`config.mk`:
```
export PLATFORM = sky130hd
export DESIGN_NAME = gbs_ctrl
export DESIGN_NICKNAME = d
export VERILOG_FILES = /design/src/rtl/gbs_pkg.sv /design/src/rtl/gbs_ctrl.sv
export SDC_FILE = /design/constraint.sdc
export NUM_CORES = 1
export LEC_CHECK = 0
export BUFFER_PORTS_ARGS = -buffer_cell sky130_fd_sc_hd__buf_2
export CAP_MARGIN = 25
export CORE_MARGIN = 4
export CORE_UTILIZATION = 40
export CTS_CLUSTER_SIZE = 8
export DETAILED_ROUTE_END_ITERATION = 16
export PLACE_DENSITY = 0.65
export RECOVER_POWER = 25
export SLEW_MARGIN = 20
export SYNTH_ARGS = -nofsm -noshare
export SYNTH_HDL_FRONTEND = slang
export SYNTH_SLANG_ARGS = --single-unit
```
`constraint.sdc`:
```
create_clock -name clk -period 2.1 [get_ports clk]
set_input_delay 0.42 -clock clk [delete_from_list [all_inputs] [get_ports clk]]
set_output_delay 0.42 -clock clk [all_outputs]
set_load 0.005 [all_outputs]
```
`src/rtl/gbs_pkg.sv`:
```
// Shared types, constants and helper functions for the gene burst SSA step block.
package gbs_pkg;

	localparam logic [31:0] RNG_RESET      = 32'd123456789;
	localparam logic [31:0] LN2_Q32        = 32'd2977044472;
	localparam logic [31:0] INTERVAL_RESET = 32'd65536;
	localparam logic [31:0] SIGN_FLIP      = 32'h8000_0000;
	localparam int          NUM_RXN        = 7;
	localparam int          CFG_IDX_W      = 3;

	// configuration register indexes
	localparam logic [CFG_IDX_W-1:0] REG_ACTIVE_TO_INACTIVE = 3'd0;
	localparam logic [CFG_IDX_W-1:0] REG_INACTIVE_TO_ACTIVE = 3'd1;
	localparam logic [CFG_IDX_W-1:0] REG_MRNA_FROM_INACTIVE = 3'd2;
	localparam logic [CFG_IDX_W-1:0] REG_MRNA_FROM_ACTIVE   = 3'd3;
	localparam logic [CFG_IDX_W-1:0] REG_MRNA_DECAY         = 3'd4;
	localparam logic [CFG_IDX_W-1:0] REG_PROTEIN_MAKE       = 3'd5;
	localparam logic [CFG_IDX_W-1:0] REG_PROTEIN_DECAY      = 3'd6;
	localparam logic [CFG_IDX_W-1:0] REG_SAMPLE_INTERVAL    = 3'd7;

	// reaction codes
	localparam logic [2:0] RX_A2I     = 3'd0;
	localparam logic [2:0] RX_I2A     = 3'd1;
	localparam logic [2:0] RX_M_INACT = 3'd2;
	localparam logic [2:0] RX_M_ACT   = 3'd3;
	localparam logic [2:0] RX_M_DECAY = 3'd4;
	localparam logic [2:0] RX_P_MAKE  = 3'd5;
	localparam logic [2:0] RX_P_DECAY = 3'd6;

	// species slots
	localparam logic [1:0] SP_PROTEIN  = 2'd0;
	localparam logic [1:0] SP_ACTIVE   = 2'd1;
	localparam logic [1:0] SP_INACTIVE = 2'd2;
	localparam logic [1:0] SP_MRNA     = 2'd3;

	typedef enum logic [4:0] {
		S_IDLE, S_START, S_SUM, S_DRAW, S_ZERO, S_NORM, S_SQ, S_LNA, S_LNB,
		S_DIV, S_TADD, S_SAMP, S_SELA, S_SELB, S_SEL, S_EMIT, S_BUMP, S_REF
	} st_t;

	typedef enum logic [4:0] {
		OP_NONE, OP_ACCEPT, OP_START, OP_SUM, OP_DRAW, OP_ZERO, OP_NORM, OP_SQ,
		OP_LNA, OP_LNB, OP_DIV, OP_TADD, OP_SAMP, OP_SELA, OP_SELB, OP_SEL,
		OP_EMIT, OP_BUMP, OP_REF
	} op_t;

	typedef enum logic [1:0] {
		MODE_START, MODE_FIRE, MODE_PLAIN
	} mode_t;

	typedef struct packed {
		op_t op;
	} cmd_t;

	typedef struct packed {
		logic done;
		logic total_zero;
		logic norm_done;
		logic iter_last;
		logic idx_last;
		logic samp_done;
		logic sel_hit;
		logic out_busy;
	} sts_t;

	// species that drives each reaction's propensity
	function automatic logic [1:0] drive_of(input logic [2:0] r);
		case (r)
			RX_A2I:     return SP_ACTIVE;
			RX_I2A:     return SP_INACTIVE;
			RX_M_INACT: return SP_INACTIVE;
			RX_M_ACT:   return SP_ACTIVE;
			RX_M_DECAY: return SP_MRNA;
			RX_P_MAKE:  return SP_MRNA;
			default:    return SP_PROTEIN;
		endcase
	endfunction

	function automatic logic [31:0] xorshift(input logic [31:0] s);
		logic [31:0] a;
		logic [31:0] b;
		a = s ^ (s << 13);
		b = a ^ (a >> 17);
		return b ^ (b << 5);
	endfunction

endpackage

```
`src/rtl/gbs_ctrl.sv`:
```
// Sequencer for the step: start load, propensity sum, draw, log, divide, samples, select, refresh.
module gbs_ctrl (
	input  logic           clk,
	input  logic           arst_n,
	input  logic           in_valid,
	input  logic           in_kind,
	input  gbs_pkg::sts_t  sts,
	output logic           in_ready,
	output gbs_pkg::cmd_t  cmd
);

	gbs_pkg::st_t   state_q, state_d;
	gbs_pkg::mode_t mode_q, mode_d;

	always_ff @(posedge clk or negedge arst_n) begin
		if (!arst_n) begin
			state_q <= gbs_pkg::S_IDLE;
			mode_q  <= gbs_pkg::MODE_PLAIN;
		end else begin
			state_q <= state_d;
			mode_q  <= mode_d;
		end
	end

	always_comb begin
		state_d  = state_q;
		mode_d   = mode_q;
		in_ready = 1'b0;
		cmd.op   = gbs_pkg::OP_NONE;
		case (state_q)
			gbs_pkg::S_IDLE: begin
				in_ready = 1'b1;
				if (in_valid) begin
					cmd.op = gbs_pkg::OP_ACCEPT;
					if (!in_kind) begin
						state_d = gbs_pkg::S_START;
						mode_d  = gbs_pkg::MODE_START;
					end else if (sts.done) begin
						state_d = gbs_pkg::S_EMIT;
						mode_d  = gbs_pkg::MODE_PLAIN;
					end else begin
						state_d = gbs_pkg::S_SUM;
						mode_d  = gbs_pkg::MODE_FIRE;
					end
				end
			end
			gbs_pkg::S_START: begin
				cmd.op  = gbs_pkg::OP_START;
				state_d = gbs_pkg::S_REF;
			end
			gbs_pkg::S_SUM: begin
				cmd.op = gbs_pkg::OP_SUM;
				if (sts.idx_last) state_d = gbs_pkg::S_DRAW;
			end
			gbs_pkg::S_DRAW: begin
				cmd.op  = gbs_pkg::OP_DRAW;
				state_d = sts.total_zero ? gbs_pkg::S_ZERO : gbs_pkg::S_NORM;
			end
			gbs_pkg::S_ZERO: begin
				cmd.op  = gbs_pkg::OP_ZERO;
				mode_d  = gbs_pkg::MODE_PLAIN;
				state_d = gbs_pkg::S_EMIT;
			end
			gbs_pkg::S_NORM: begin
				if (sts.norm_done) state_d = gbs_pkg::S_SQ;
				else cmd.op = gbs_pkg::OP_NORM;
			end
			gbs_pkg::S_SQ: begin
				cmd.op = gbs_pkg::OP_SQ;
				if (sts.iter_last) state_d = gbs_pkg::S_LNA;
			end
			gbs_pkg::S_LNA: begin
				cmd.op  = gbs_pkg::OP_LNA;
				state_d = gbs_pkg::S_LNB;
			end
			gbs_pkg::S_LNB: begin
				cmd.op  = gbs_pkg::OP_LNB;
				state_d = gbs_pkg::S_DIV;
			end
			gbs_pkg::S_DIV: begin
				cmd.op = gbs_pkg::OP_DIV;
				if (sts.iter_last) state_d = gbs_pkg::S_TADD;
			end
			gbs_pkg::S_TADD: begin
				cmd.op  = gbs_pkg::OP_TADD;
				state_d = gbs_pkg::S_SAMP;
			end
			gbs_pkg::S_SAMP: begin
				if (sts.samp_done) state_d = gbs_pkg::S_SELA;
				else cmd.op = gbs_pkg::OP_SAMP;
			end
			gbs_pkg::S_SELA: begin
				cmd.op  = gbs_pkg::OP_SELA;
				state_d = gbs_pkg::S_SELB;
			end
			gbs_pkg::S_SELB: begin
				cmd.op  = gbs_pkg::OP_SELB;
				state_d = gbs_pkg::S_SEL;
			end
			gbs_pkg::S_SEL: begin
				cmd.op = gbs_pkg::OP_SEL;
				if (sts.sel_hit) state_d = gbs_pkg::S_EMIT;
			end
			gbs_pkg::S_EMIT: begin
				// hold until the result register is free
				if (!sts.out_busy) begin
					cmd.op  = gbs_pkg::OP_EMIT;
					state_d = (mode_q == gbs_pkg::MODE_FIRE) ? gbs_pkg::S_BUMP : gbs_pkg::S_IDLE;
				end
			end
			gbs_pkg::S_BUMP: begin
				cmd.op  = gbs_pkg::OP_BUMP;
				state_d = gbs_pkg::S_REF;
			end
			gbs_pkg::S_REF: begin
				cmd.op = gbs_pkg::OP_REF;
				if (sts.idx_last)
					state_d = (mode_q == gbs_pkg::MODE_START) ? gbs_pkg::S_EMIT : gbs_pkg::S_IDLE;
			end
			default: state_d = gbs_pkg::S_IDLE;
		endcase
	end

	a_emit_free: assert property (@(posedge clk) disable iff (!arst_n)
		cmd.op == gbs_pkg::OP_EMIT |-> !sts.out_busy)
		else $error("result written while result register busy");

	a_step_sums: assert property (@(posedge clk) disable iff (!arst_n)
		(state_q == gbs_pkg::S_IDLE && in_valid && in_kind && !sts.done)
		|=> state_q == gbs_pkg::S_SUM)
		else $error("live step request did not start the propensity sum");

	a_busy_blocks: assert property (@(posedge clk) disable iff (!arst_n)
		(state_q != gbs_pkg::S_IDLE) |-> !in_ready)
		else $error("request taken while a step is in flight");

endmodule

```
==> results.ini, run 1 <==
[run_status]
outcome = finished clean

[routing]
route.detailed.drc = 0
ant_nets = 0
detail_route.iter0.violations = 20
wirelength_mm = 2.246
num_vias = 893
wl_per_cell_um = 14.49
vias_per_cell = 5.761
firstDrtPassIters = 4

[clocking]
tritoncts = yes
cts_buffers = 3
clock_latency_ps = 240
path_clk_slew_ps = 50
cts.path.max_buffers = 2
htree_levels = 1
clock-sinks = 7
cts_root_buf = clkbuf_4

[worst_setup_path]
critPathLaunch = state_q[2]$_DFFE_PN0P_
worst-endpoint-required_ps = 1680
cp_max_fo = 8
critPathLaunchType = flip-flop
crit_chain = or2_1 -> nor2_2 -> inv_1 -> a211oi_1 -> buf_2
r2r_slack_ps = 180
critical_path_class = reg -> out
slowest_delay_ps = 450
timing.rr.start = state_q[3]$_DFFE_PN0P_
crit_path_end_kind = output pin
cp_slowest_cell = dfrtp_2
worstPathArrival_ps = 1590

[timing]
worst-slew-pin-transition_ps = 460.4
fin_skew_ps = 3.567
fmax_mhz = 497.1
timing.final.ws_setup_ps = 88.27
finalHoldViolCount = 0
timing.hold.ws_ps = 497.3
final_max_slew_viol_count = 0
setup_viol = 0
rsz0062_at_grt = true
maxSlewHeadroom_pct = 68.82
finalWorstPathRequiredPeriod_ps = 2012
fin_crit_sh_pct = 95.80

[global_route]
grt_overflow = 0
track_usage_pct = 16.70
grt_start_max_net_pins = 15
busiest_layer = met2
grt_first_pass_wirelength_mm = 3.615
grt_util_met3_pct = 2.493
met1_usage_pct = 24.38
grt_pass1_vias = 804
gr-usage-met2_pct = 26.81
antenna_found_initial = 0

[place]
portBuffers = 17
place_congestion = 0.9376
hpwl_mm = 1.723
dp.cells = 148
pre_cts_slack_ps = 155.5

[min_path]
hp-start = sts[3]
hold_class = in -> reg

[final_layout]
drive_gt1_share_pct = 32.81
nFillCells = 198
multi_input_area_um2 = 564.3
num_antenna_cells = 0
instances_no_fill = 155
seq_area_um2 = 180.2
final_nets = 141
syn_to_final_growth_pct = 16.42

[die]
core-area_um2 = 1982
rows = 16
ios = 18
fp.dieW_um = 53.99
start_util_pct = 42.68
die_area_um2 = 2914
die_h_um = 53.99

[synth]
syn-instance-count = 108
async_flop_share_pct = 100.0
synthDistinctLibCells = 42
synth.yosys.warnings = 0
synth.avg_cell_area_um2 = 7.832
syn_area_um2 = 845.8
synth-seq-cells = 7
yosysSeqAreaShare_pct = 20.86
synth_ff_type = dfrtp_1
synth_edf_count = 0
synth_nets = 120

[power_and_ir_drop]
vdd_drop_max_mv = 0.7564
power_leakage_nw = 0.4164
p_per_area_nw_per_um2 = 1819
power_mw = 1.791

[flow_run]
maxCapViolations = 0

-- cell type report --
type	count	share of cell area, %
clock buffers	4	2.668
well taps	27	3.431
flip-flops and latches	7	18.30
repair buffers	26	15.63
multi-input cells	84	57.31
inverters	7	2.668
-- critical path, delay by kind of cell, from the launching register on --
kind                   cells  cell delay (ps)
AOI/OAI and AO/OA          1              210
DFF                        1              450
buffers and inverters      2              220
and+or+nand+nor            2              470
-- layout by cell type, fill, tap and decap left out, types with 2 or more instances in the layout --
cell type,count
mux2_4,3
a211oi_1,2
inv_1,5
dfrtp_2,3
buf_4,8
buf_2,16
nand4bb_1,2
a31oi_1,2
nor2_1,7
a21oi_1,10
or3_1,3
a221oi_1,2
clkbuf_1,2
o22a_1,2
nor3_1,7
inv_2,2
o21ai_0,6
clkbuf_4,3
o22ai_1,4
a211oi_2,2
nand2b_1,4
nand2_1,8
dfrtp_1,3
-- per-stage QoR --
step           utilization [%]  instance area [um2]  TNS [ps]
6_report                 49.68                984.7         0
3_3_place_gp             46.84                928.4         0
2_1_floorplan                -                845.8         0
3_5_place_dp             46.84                928.4         0
4_1_cts                  48.74                965.9         0
5_1_grt                  49.68                984.7    -12.21
-- state kept, by name (all words and copies together) (netlist names) --
register  flops
state_q       5
mode_q        2
-- path summary, 6_finish.rpt --
kind | end | cells after the start
worst max-delay path | cmd[0] | 5
worst min-delay path | state_q[4]$_DFFE_PN0P_ | 3
worst max register to register | state_q[0]$_DFFE_PN0P_ | 6
worst min register to register | mode_q[1]$_DFFE_PN1P_ | 1
max in group asynchronous | mode_q[1]$_DFFE_PN1P_ | 2
min in group asynchronous | mode_q[0]$_DFFE_PN0P_ | 2
-- metal layers --
| layer | vias to the layer above | wire, um | part of all wire (%) |
|---|---|---|---|
| met4 | 0 | 0 | 0 |
| met3 | 0 | 96 | 4.3 |
| met5 | - | 0 | 0 |
| met1 | 423 | 1111 | 49 |
| met2 | 25 | 1037 | 46 |
| li1 | 445 | - | - |
-- kinds of logic (layout without fill, tap and decap cells) --
family | Yosys count | after routing | synth area share [%]
DFF | 7 | 7 | 20.86
buffers and inverters | 17 | 37 | 12.72
xor gates and xnor gates | 1 | 1 | 1.036
and+or+nand+nor | 38 | 38 | 24.71
muxes | 4 | 4 | 6.509
AOI/OAI and AO/OA | 41 | 41 | 34.17
-- where the power goes --
group	leakage (nW)	total, mW	switching, mW	internal (mW)
clock network	0.0150	0.120	0.0477	0.0724
logic	0.322	1.30	0.658	0.641
registers	0.0794	0.371	0.148	0.224
total	0.416	1.79	0.853	0.937
-- what timing repair did --
action	4_1_cts	5_1_grt
hold endpoints to repair	6	0
resized for setup	1	3
setup endpoints to repair	1	4
buffers inserted	0	2
gates cloned	0	0
hold buffers	1	0
-- cells in the mapped netlist (all sizes together) (3+ instances only) --
master,count,area (um2)
buf,9,77.57
dfrtp,6,150.1
o22ai,4,25.02
nor2,8,30.03
mux2,3,45.04
nor3,8,45.04
o21ai,7,35.03
a211oi,4,40.03
nand2,8,30.03
nand2b,4,25.02
a21oi,10,50.05
inv,7,26.28
or3,3,18.77
Note: power is estimated with default switching activity, not from simulation.
==> run 2, diff against run 1 <==
Settings changed: PLACE_DENSITY 0.65 to 0.67.
Clock period 2.1 ns to 1.65 ns, I/O delays scaled along.
==> run 2 against run 1 <==
- via count rose by 32%
- global-route usage rose by 7.6 points
- combinational power rose by 150%
- sequential power rose by 18%
- final cell count rose by 24%
- the run now ends with negative setup slack left
- highest routed layer is now met4
- clock power rose by 53%
- utilization rose by 29 points
==> results.ini, run 2 (same netlist as run 1, synthesis figures left out) <==
[worst_setup_path]
r2r_slack_ps = -240
critPathLaunchType = flip-flop
crit_chain = or2_4 -> buf_6 -> nor3_2 -> a2111oi_2 -> and2_4 -> mux2_4
reg2reg_to = state_q[1]$_DFFE_PN0P_
timing.rr.start = state_q[2]$_DFFE_PN0P_
slowest_delay_ps = 440
ff2ff_path_depth = 6
critPathLaunch = state_q[2]$_DFFE_PN0P_
worstPathArrival_ps = 2050
crit_path_end_kind = flip-flop
cp_slowest_cell = dfrtp_2
worst-endpoint-required_ps = 1800
critical_path_class = reg -> reg
crit_buf_inv = 1
cp_max_fo = 6
cpLargestDelayFamily = simple AND/OR/NAND/NOR gates

[final_layout]
layout_common_cells = 30 x buf_4, 16 x buf_2, 11 x buf_6, 8 x a21oi_1, 6 x o21ai_0
nFillCells = 133
largestRegisters = state_q (5), mode_q (2)
drive_gt1_share_pct = 65.45
syn_to_final_growth_pct = 83.28
final_core_util_pct = 78.22
largest_reg_flops = 5
instances_no_fill = 192
final_common_cell = buf_4
top_register = state_q
num_antenna_cells = 0
final_nets = 178

[min_path]
hold_class = in -> reg
holdPathEnd = mode_q[0]$_DFFE_PN0P_
min_path_cells = 3
hp-start = in_valid

[timing]
timing.final.ws_setup_ps = -244.8
setup_viol = 11
finalHoldViolCount = 0
final_max_slew_viol_count = 0
fmax_mhz = 527.8
fin_skew_ps = 7.313
maxSlewHeadroom_pct = 68.32
rsz0062_at_grt = true
worst-slew-pin-transition_ps = 475.2
finalWorstPathRequiredPeriod_ps = 1895
fin_crit_sh_pct = 114.8

[place]
place_congestion = 0.9483
pre_cts_slack_ps = -159.5
hpwl_mm = 1.948
portBuffers = 17
dp.cells = 171

[die]
start_util_pct = 42.68
ios = 18
fp.dieW_um = 53.99
die_h_um = 53.99
rows = 16
core-area_um2 = 1982
die_area_um2 = 2914

[routing]
wl_per_cell_um = 20.20
num_vias = 1179
detail_route.iter0.violations = 50
firstDrtPassIters = 4
ant_nets = 0
vias_per_cell = 6.141
route.detailed.drc = 0
wirelength_mm = 3.878

[global_route]
antenna_found_initial = 0
grt_start_max_net_pins = 15
grt_pass1_vias = 1103
grt_overflow = 0
grt_first_pass_wirelength_mm = 5.223
track_usage_pct = 24.31

[clocking]
cts.path.max_buffers = 2
cts_buffers = 3
htree_levels = 1
clock-sinks = 7
clock_latency_ps = 270
tritoncts = yes
path_clk_slew_ps = 70
cts_root_buf = clkbuf_4

[run_status]
failed_checks = negative setup slack
outcome = finished with violations

[flow_run]
maxCapViolations = 0

[power_and_ir_drop]
power_mw = 3.855
p_per_area_nw_per_um2 = 2486
vdd_drop_max_mv = 1.335
power_leakage_nw = 0.6828

[run 2: cell count changes in the layout (fill, tap and decap cells not counted), sizes merged]
cell    previous run  this run
buf               24        59
clkbuf             5         7
[run 2: metal layers]
metal  vias to the layer above  track usage, %  wire length, um  part of all wire (%)
met1                       553           31.23             1619                    42
met3                        27           2.216              239                   6.2
li1                        521               -                -                     -
met5                         -               0                0                     0
met2                        78           42.14             1776                    46
met4                         0           8.299              243                   6.3
[run 2: worst min-delay path: cells and delay by family]
family / cells / cell delay (ps)
compound gates: 2 / 240
buf+inv: 1 / 160
[run 2: how the worst max path moves through the flow]
stage | endpoint | slack, ps | depth (start not counted)
after CTS | cmd[3] | -190 | 6
after global placement | state_q[2]$_DFFE_PN0P_ | -120 | 6
final | state_q[1]$_DFFE_PN0P_ | -240 | 6
after detailed placement | state_q[2]$_DFFE_PN0P_ | -160 | 6
after global routing | cmd[3] | -330 | 6
after floorplan | state_q[0]$_DFFE_PN0P_ | -40 | 6
[run 2: stage by stage]
| step | TNS, ps | hold slack (ps) | area, um2 |
|---|---|---|---|
| floorplan | -128.9 | 34.41 | 869.6 |
| global placement | -594.3 | 166.4 | 1131 |
| detailed placement | -798.6 | 171.1 | 1131 |
| CTS | -1609 | 430.1 | 1323 |
| global route | -2897 | 514.4 | 1550 |
| finish | -2167 | 510.4 | 1550 |
[run 2: repair_timing]
action,4_1_cts,5_1_grt
gates cloned,0,2
buffers inserted,11,5
endpoints found under the setup margin,13,13
resized for setup,24,32
pin swaps,4,11
endpoints found under the hold margin,6,0
hold buffers,1,0
[run 2: power breakdown]
group | switching (mW) | internal, mW
registers | 0.146 | 0.290
logic | 1.50 | 1.74
clock network | 0.0889 | 0.0936
[run 2: layout make-up]
cell class / count / area, um2 / area share (%)
inverter: 7 / 31.28 / 2.018
timing repair buffer: 63 / 533.0 / 34.38
tap: 27 / 33.78 / 2.179
multi-input combinational: 84 / 743.2 / 47.94
clock buffer: 4 / 26.28 / 1.695
sequential: 7 / 182.7 / 11.78
==> run 3, diff against run 2 <==
Settings changed: ABC_AREA from default to 1.
==> run 3 against run 2 <==
- total power is 39% lower
- design area is 19% lower
- maximum frequency is 0.15% higher
- the flow still finishes with violations (negative setup slack)
- count of clock-buffer cells in the layout is 1 lower
- synthesized area is 0.89% lower
- setup slack better by 2.9 ps
- sequential share of layout area is 2.8 points higher
- global-route usage is 1.8 points lower
- combinational power is 45% lower
==> results.ini, run 3 <==
[worst_setup_path]
r2r_slack_ps = -240
critPathLaunchType = flip-flop
ff2ff_path_depth = 14
critical_path_class = reg -> reg
timing.rr.start = state_q[1]$_DFFE_PN0P_
critPathLaunch = state_q[1]$_DFFE_PN0P_
reg2reg_to = state_q[3]$_DFFE_PN0P_
worst-endpoint-required_ps = 1800
worstPathArrival_ps = 2040
crit_path_end_kind = flip-flop
cp_max_fo = 6

[synth]
yosysSeqAreaShare_pct = 21.04
synth_ff_type = dfrtp_1
syn_area_um2 = 838.3
async_flop_share_pct = 100.0
synthTopCellsByCount = 53 x nand2_1, 26 x nor2_1, 24 x inv_1
synth_edf_count = 0
synthDistinctLibCells = 20
synth.avg_cell_area_um2 = 5.479
yosysTopAreaCell = nand2_1
synth_area_leaders = nand2_1 24%, dfrtp_1 18%, nor2_1 12%
syn-instance-count = 153
synth_nets = 165
synth-seq-cells = 7
yosysMostFrequentCell = nand2_1
synth.yosys.warnings = 0
netlist.area_leader.share_pct = 23.73

[clocking]
cts.path.max_buffers = 2
tritoncts = yes
clock_latency_ps = 260
cts_buffers = 3
path_clk_slew_ps = 60
cts_root_buf = clkbuf_4
htree_levels = 1
clock-sinks = 7

[routing]
route.detailed.drc = 0
detail_route.iter0.violations = 53
wl_per_cell_um = 13.19
num_vias = 1107
ant_nets = 0
firstDrtPassIters = 4
wirelength_mm = 2.902
vias_per_cell = 5.032

[power_and_ir_drop]
p_clk_share_pct = 6.8
p_comb_share_pct = 75.8
power.internal_mw = 1.077
p_seq_share_pct = 17.4
netSwitchingPower_mw = 1.271
vdd_drop_max_mv = 1.067
power_leakage_nw = 0.7577
p_per_area_nw_per_um2 = 1869
p_sw_share_pct = 54.15

[global_route]
met1_usage_pct = 25.25
antenna_found_initial = 0
grt_overflow = 0
busiest_layer = met2
grt_util_met3_pct = 4.432
track_usage_pct = 22.50
grt_start_max_net_pins = 8
grt_pass1_vias = 1114
gr-usage-met2_pct = 38.31
grt_first_pass_wirelength_mm = 4.581

[min_path]
hp-start = sts[7]
hold_class = in -> reg
min_path_cells = 4
holdPathEnd = mode_q[0]$_DFFE_PN0P_

[final_layout]
instances_no_fill = 220
top_register = state_q
largest_reg_flops = 5
layout_common_cells = 40 x nand2_1, 20 x inv_1, 18 x buf_4, 16 x nor2_1, 16 x buf_2
drive_gt1_share_pct = 47.15
syn_to_final_growth_pct = 49.85
num_antenna_cells = 0
final_common_cell = nand2_1
final_nets = 206
largestRegisters = state_q (5), mode_q (2)
final_core_util_pct = 63.38

[run_status]
failed_checks = negative setup slack
outcome = finished with violations

[place]
place_congestion = 0.9044
hpwl_mm = 2.051
dp.cells = 203
portBuffers = 17

[timing]
final_max_slew_viol_count = 0
fin_skew_ps = 7.186
fmax_mhz = 528.6
fin_crit_sh_pct = 114.7
timing.hold.ws_ps = 378.8
rsz0062_at_grt = true
timing.final.ws_setup_ps = -241.9
setup_viol = 7
finalWorstPathRequiredPeriod_ps = 1892
fin_setup_tns_ps = -1205
finalHoldViolCount = 0
worst-slew-pin-transition_ps = 372.2
maxSlewHeadroom_pct = 75.19

[flow_run]
maxCapViolations = 0

[die]
rows = 16
die_area_um2 = 2892
fp.dieW_um = 53.78
ios = 18
die_h_um = 53.78
start_util_pct = 42.30
core-area_um2 = 1982

[run 3: changes by cell type after synthesis, sizes merged, moves of 7 or more]
| cell | before | now |
|---|---|---|
| a21oi | 10 | 0 |
| o21ai | 7 | 0 |
| nand3 | 0 | 16 |
| nor2 | 8 | 35 |
| inv | 7 | 26 |
| nand2 | 8 | 54 |
| buf | 9 | 0 |
[run 3: layout make-up]
cell class,count,area [um2]
fill,184,725.7
multi-input combinational,120,683.2
timing repair buffer,36,229.0
sequential,7,182.7
inverter,26,100.1
tap,27,33.78
clock buffer,3,22.52
clock inverter,1,5.005
[run 3: how the worst max path moves through the flow]
stage                              to  slack [ps]  cells past startpoint
2_1_floorplan                  cmd[0]         160                      5
4_1_cts                        cmd[1]        -160                      7
6_report       state_q[3]$_DFFE_PN0P_        -240                     14
5_1_grt                        cmd[3]        -290                     10
3_3_place_gp                   cmd[3]         -40                     10
3_5_place_dp                   cmd[3]         -30                     10
[run 3: through the flow]
step                      area [um2]  power [mW]  setup WS [ps]
after global routing            1256       2.551         -294.2
after floorplan                838.3       1.282          158.4
after global placement          1002       1.708         -42.00
final                           1256       2.348         -241.9
after detailed placement        1002       1.730         -30.69
after CTS                       1230       2.230         -155.3
[run 3: cell families (layout without fill, tap and decap cells)]
kind of cell,count (synthesis),count (layout),share of synthesized area [%]
AND/OR/NAND/NOR,115,115,62.69
buffers and inverters,26,66,11.64
flip-flops,7,7,21.04
AO/OA/AOI/OAI,5,5,4.628
[run 3: critical path: stages, from the launching register on]
cell and delay, ps:
dfrtp_2 460, nor2_2 70, nand2_2 90, inv_2 50, nand2_2 80, nand2_2 70
buf_4 130, buf_4 120, buf_4 120, buf_4 120, buf_4 120, nor2_2 110
nand3_2 110, nand2_1 80, nand2_1 50
[run 3: power by group through the flow]
| stage | registers, mW | clock network [mW] | logic (mW) |
|---|---|---|---|
| 3_5_place_dp | 0.361 | 0 | 1.37 |
| 3_3_place_gp | 0.356 | 0 | 1.35 |
| 5_1_grt | 0.422 | 0.182 | 1.95 |
| 6_report | 0.409 | 0.160 | 1.78 |
| 2_1_floorplan | 0.342 | 0 | 0.940 |
| 4_1_cts | 0.391 | 0.167 | 1.67 |
[run 3: timing repair]
item / in CTS / in global routing
pin swaps: 10 / 6
gates resized for setup: 37 / 9
hold buffers: 1 / 0
hold endpoints to repair: 6 / 0
buffers inserted: 13 / 0
endpoints found under the setup margin: 6 / 8
cloned: 0 / 0
[run 3: routing by layer]
metal  wire length [um]  vias to the layer above
met3                187                        9
li1                   -                      560
met5                  0                        -
met2               1492                       44
met1               1156                      494
met4                 66                        0
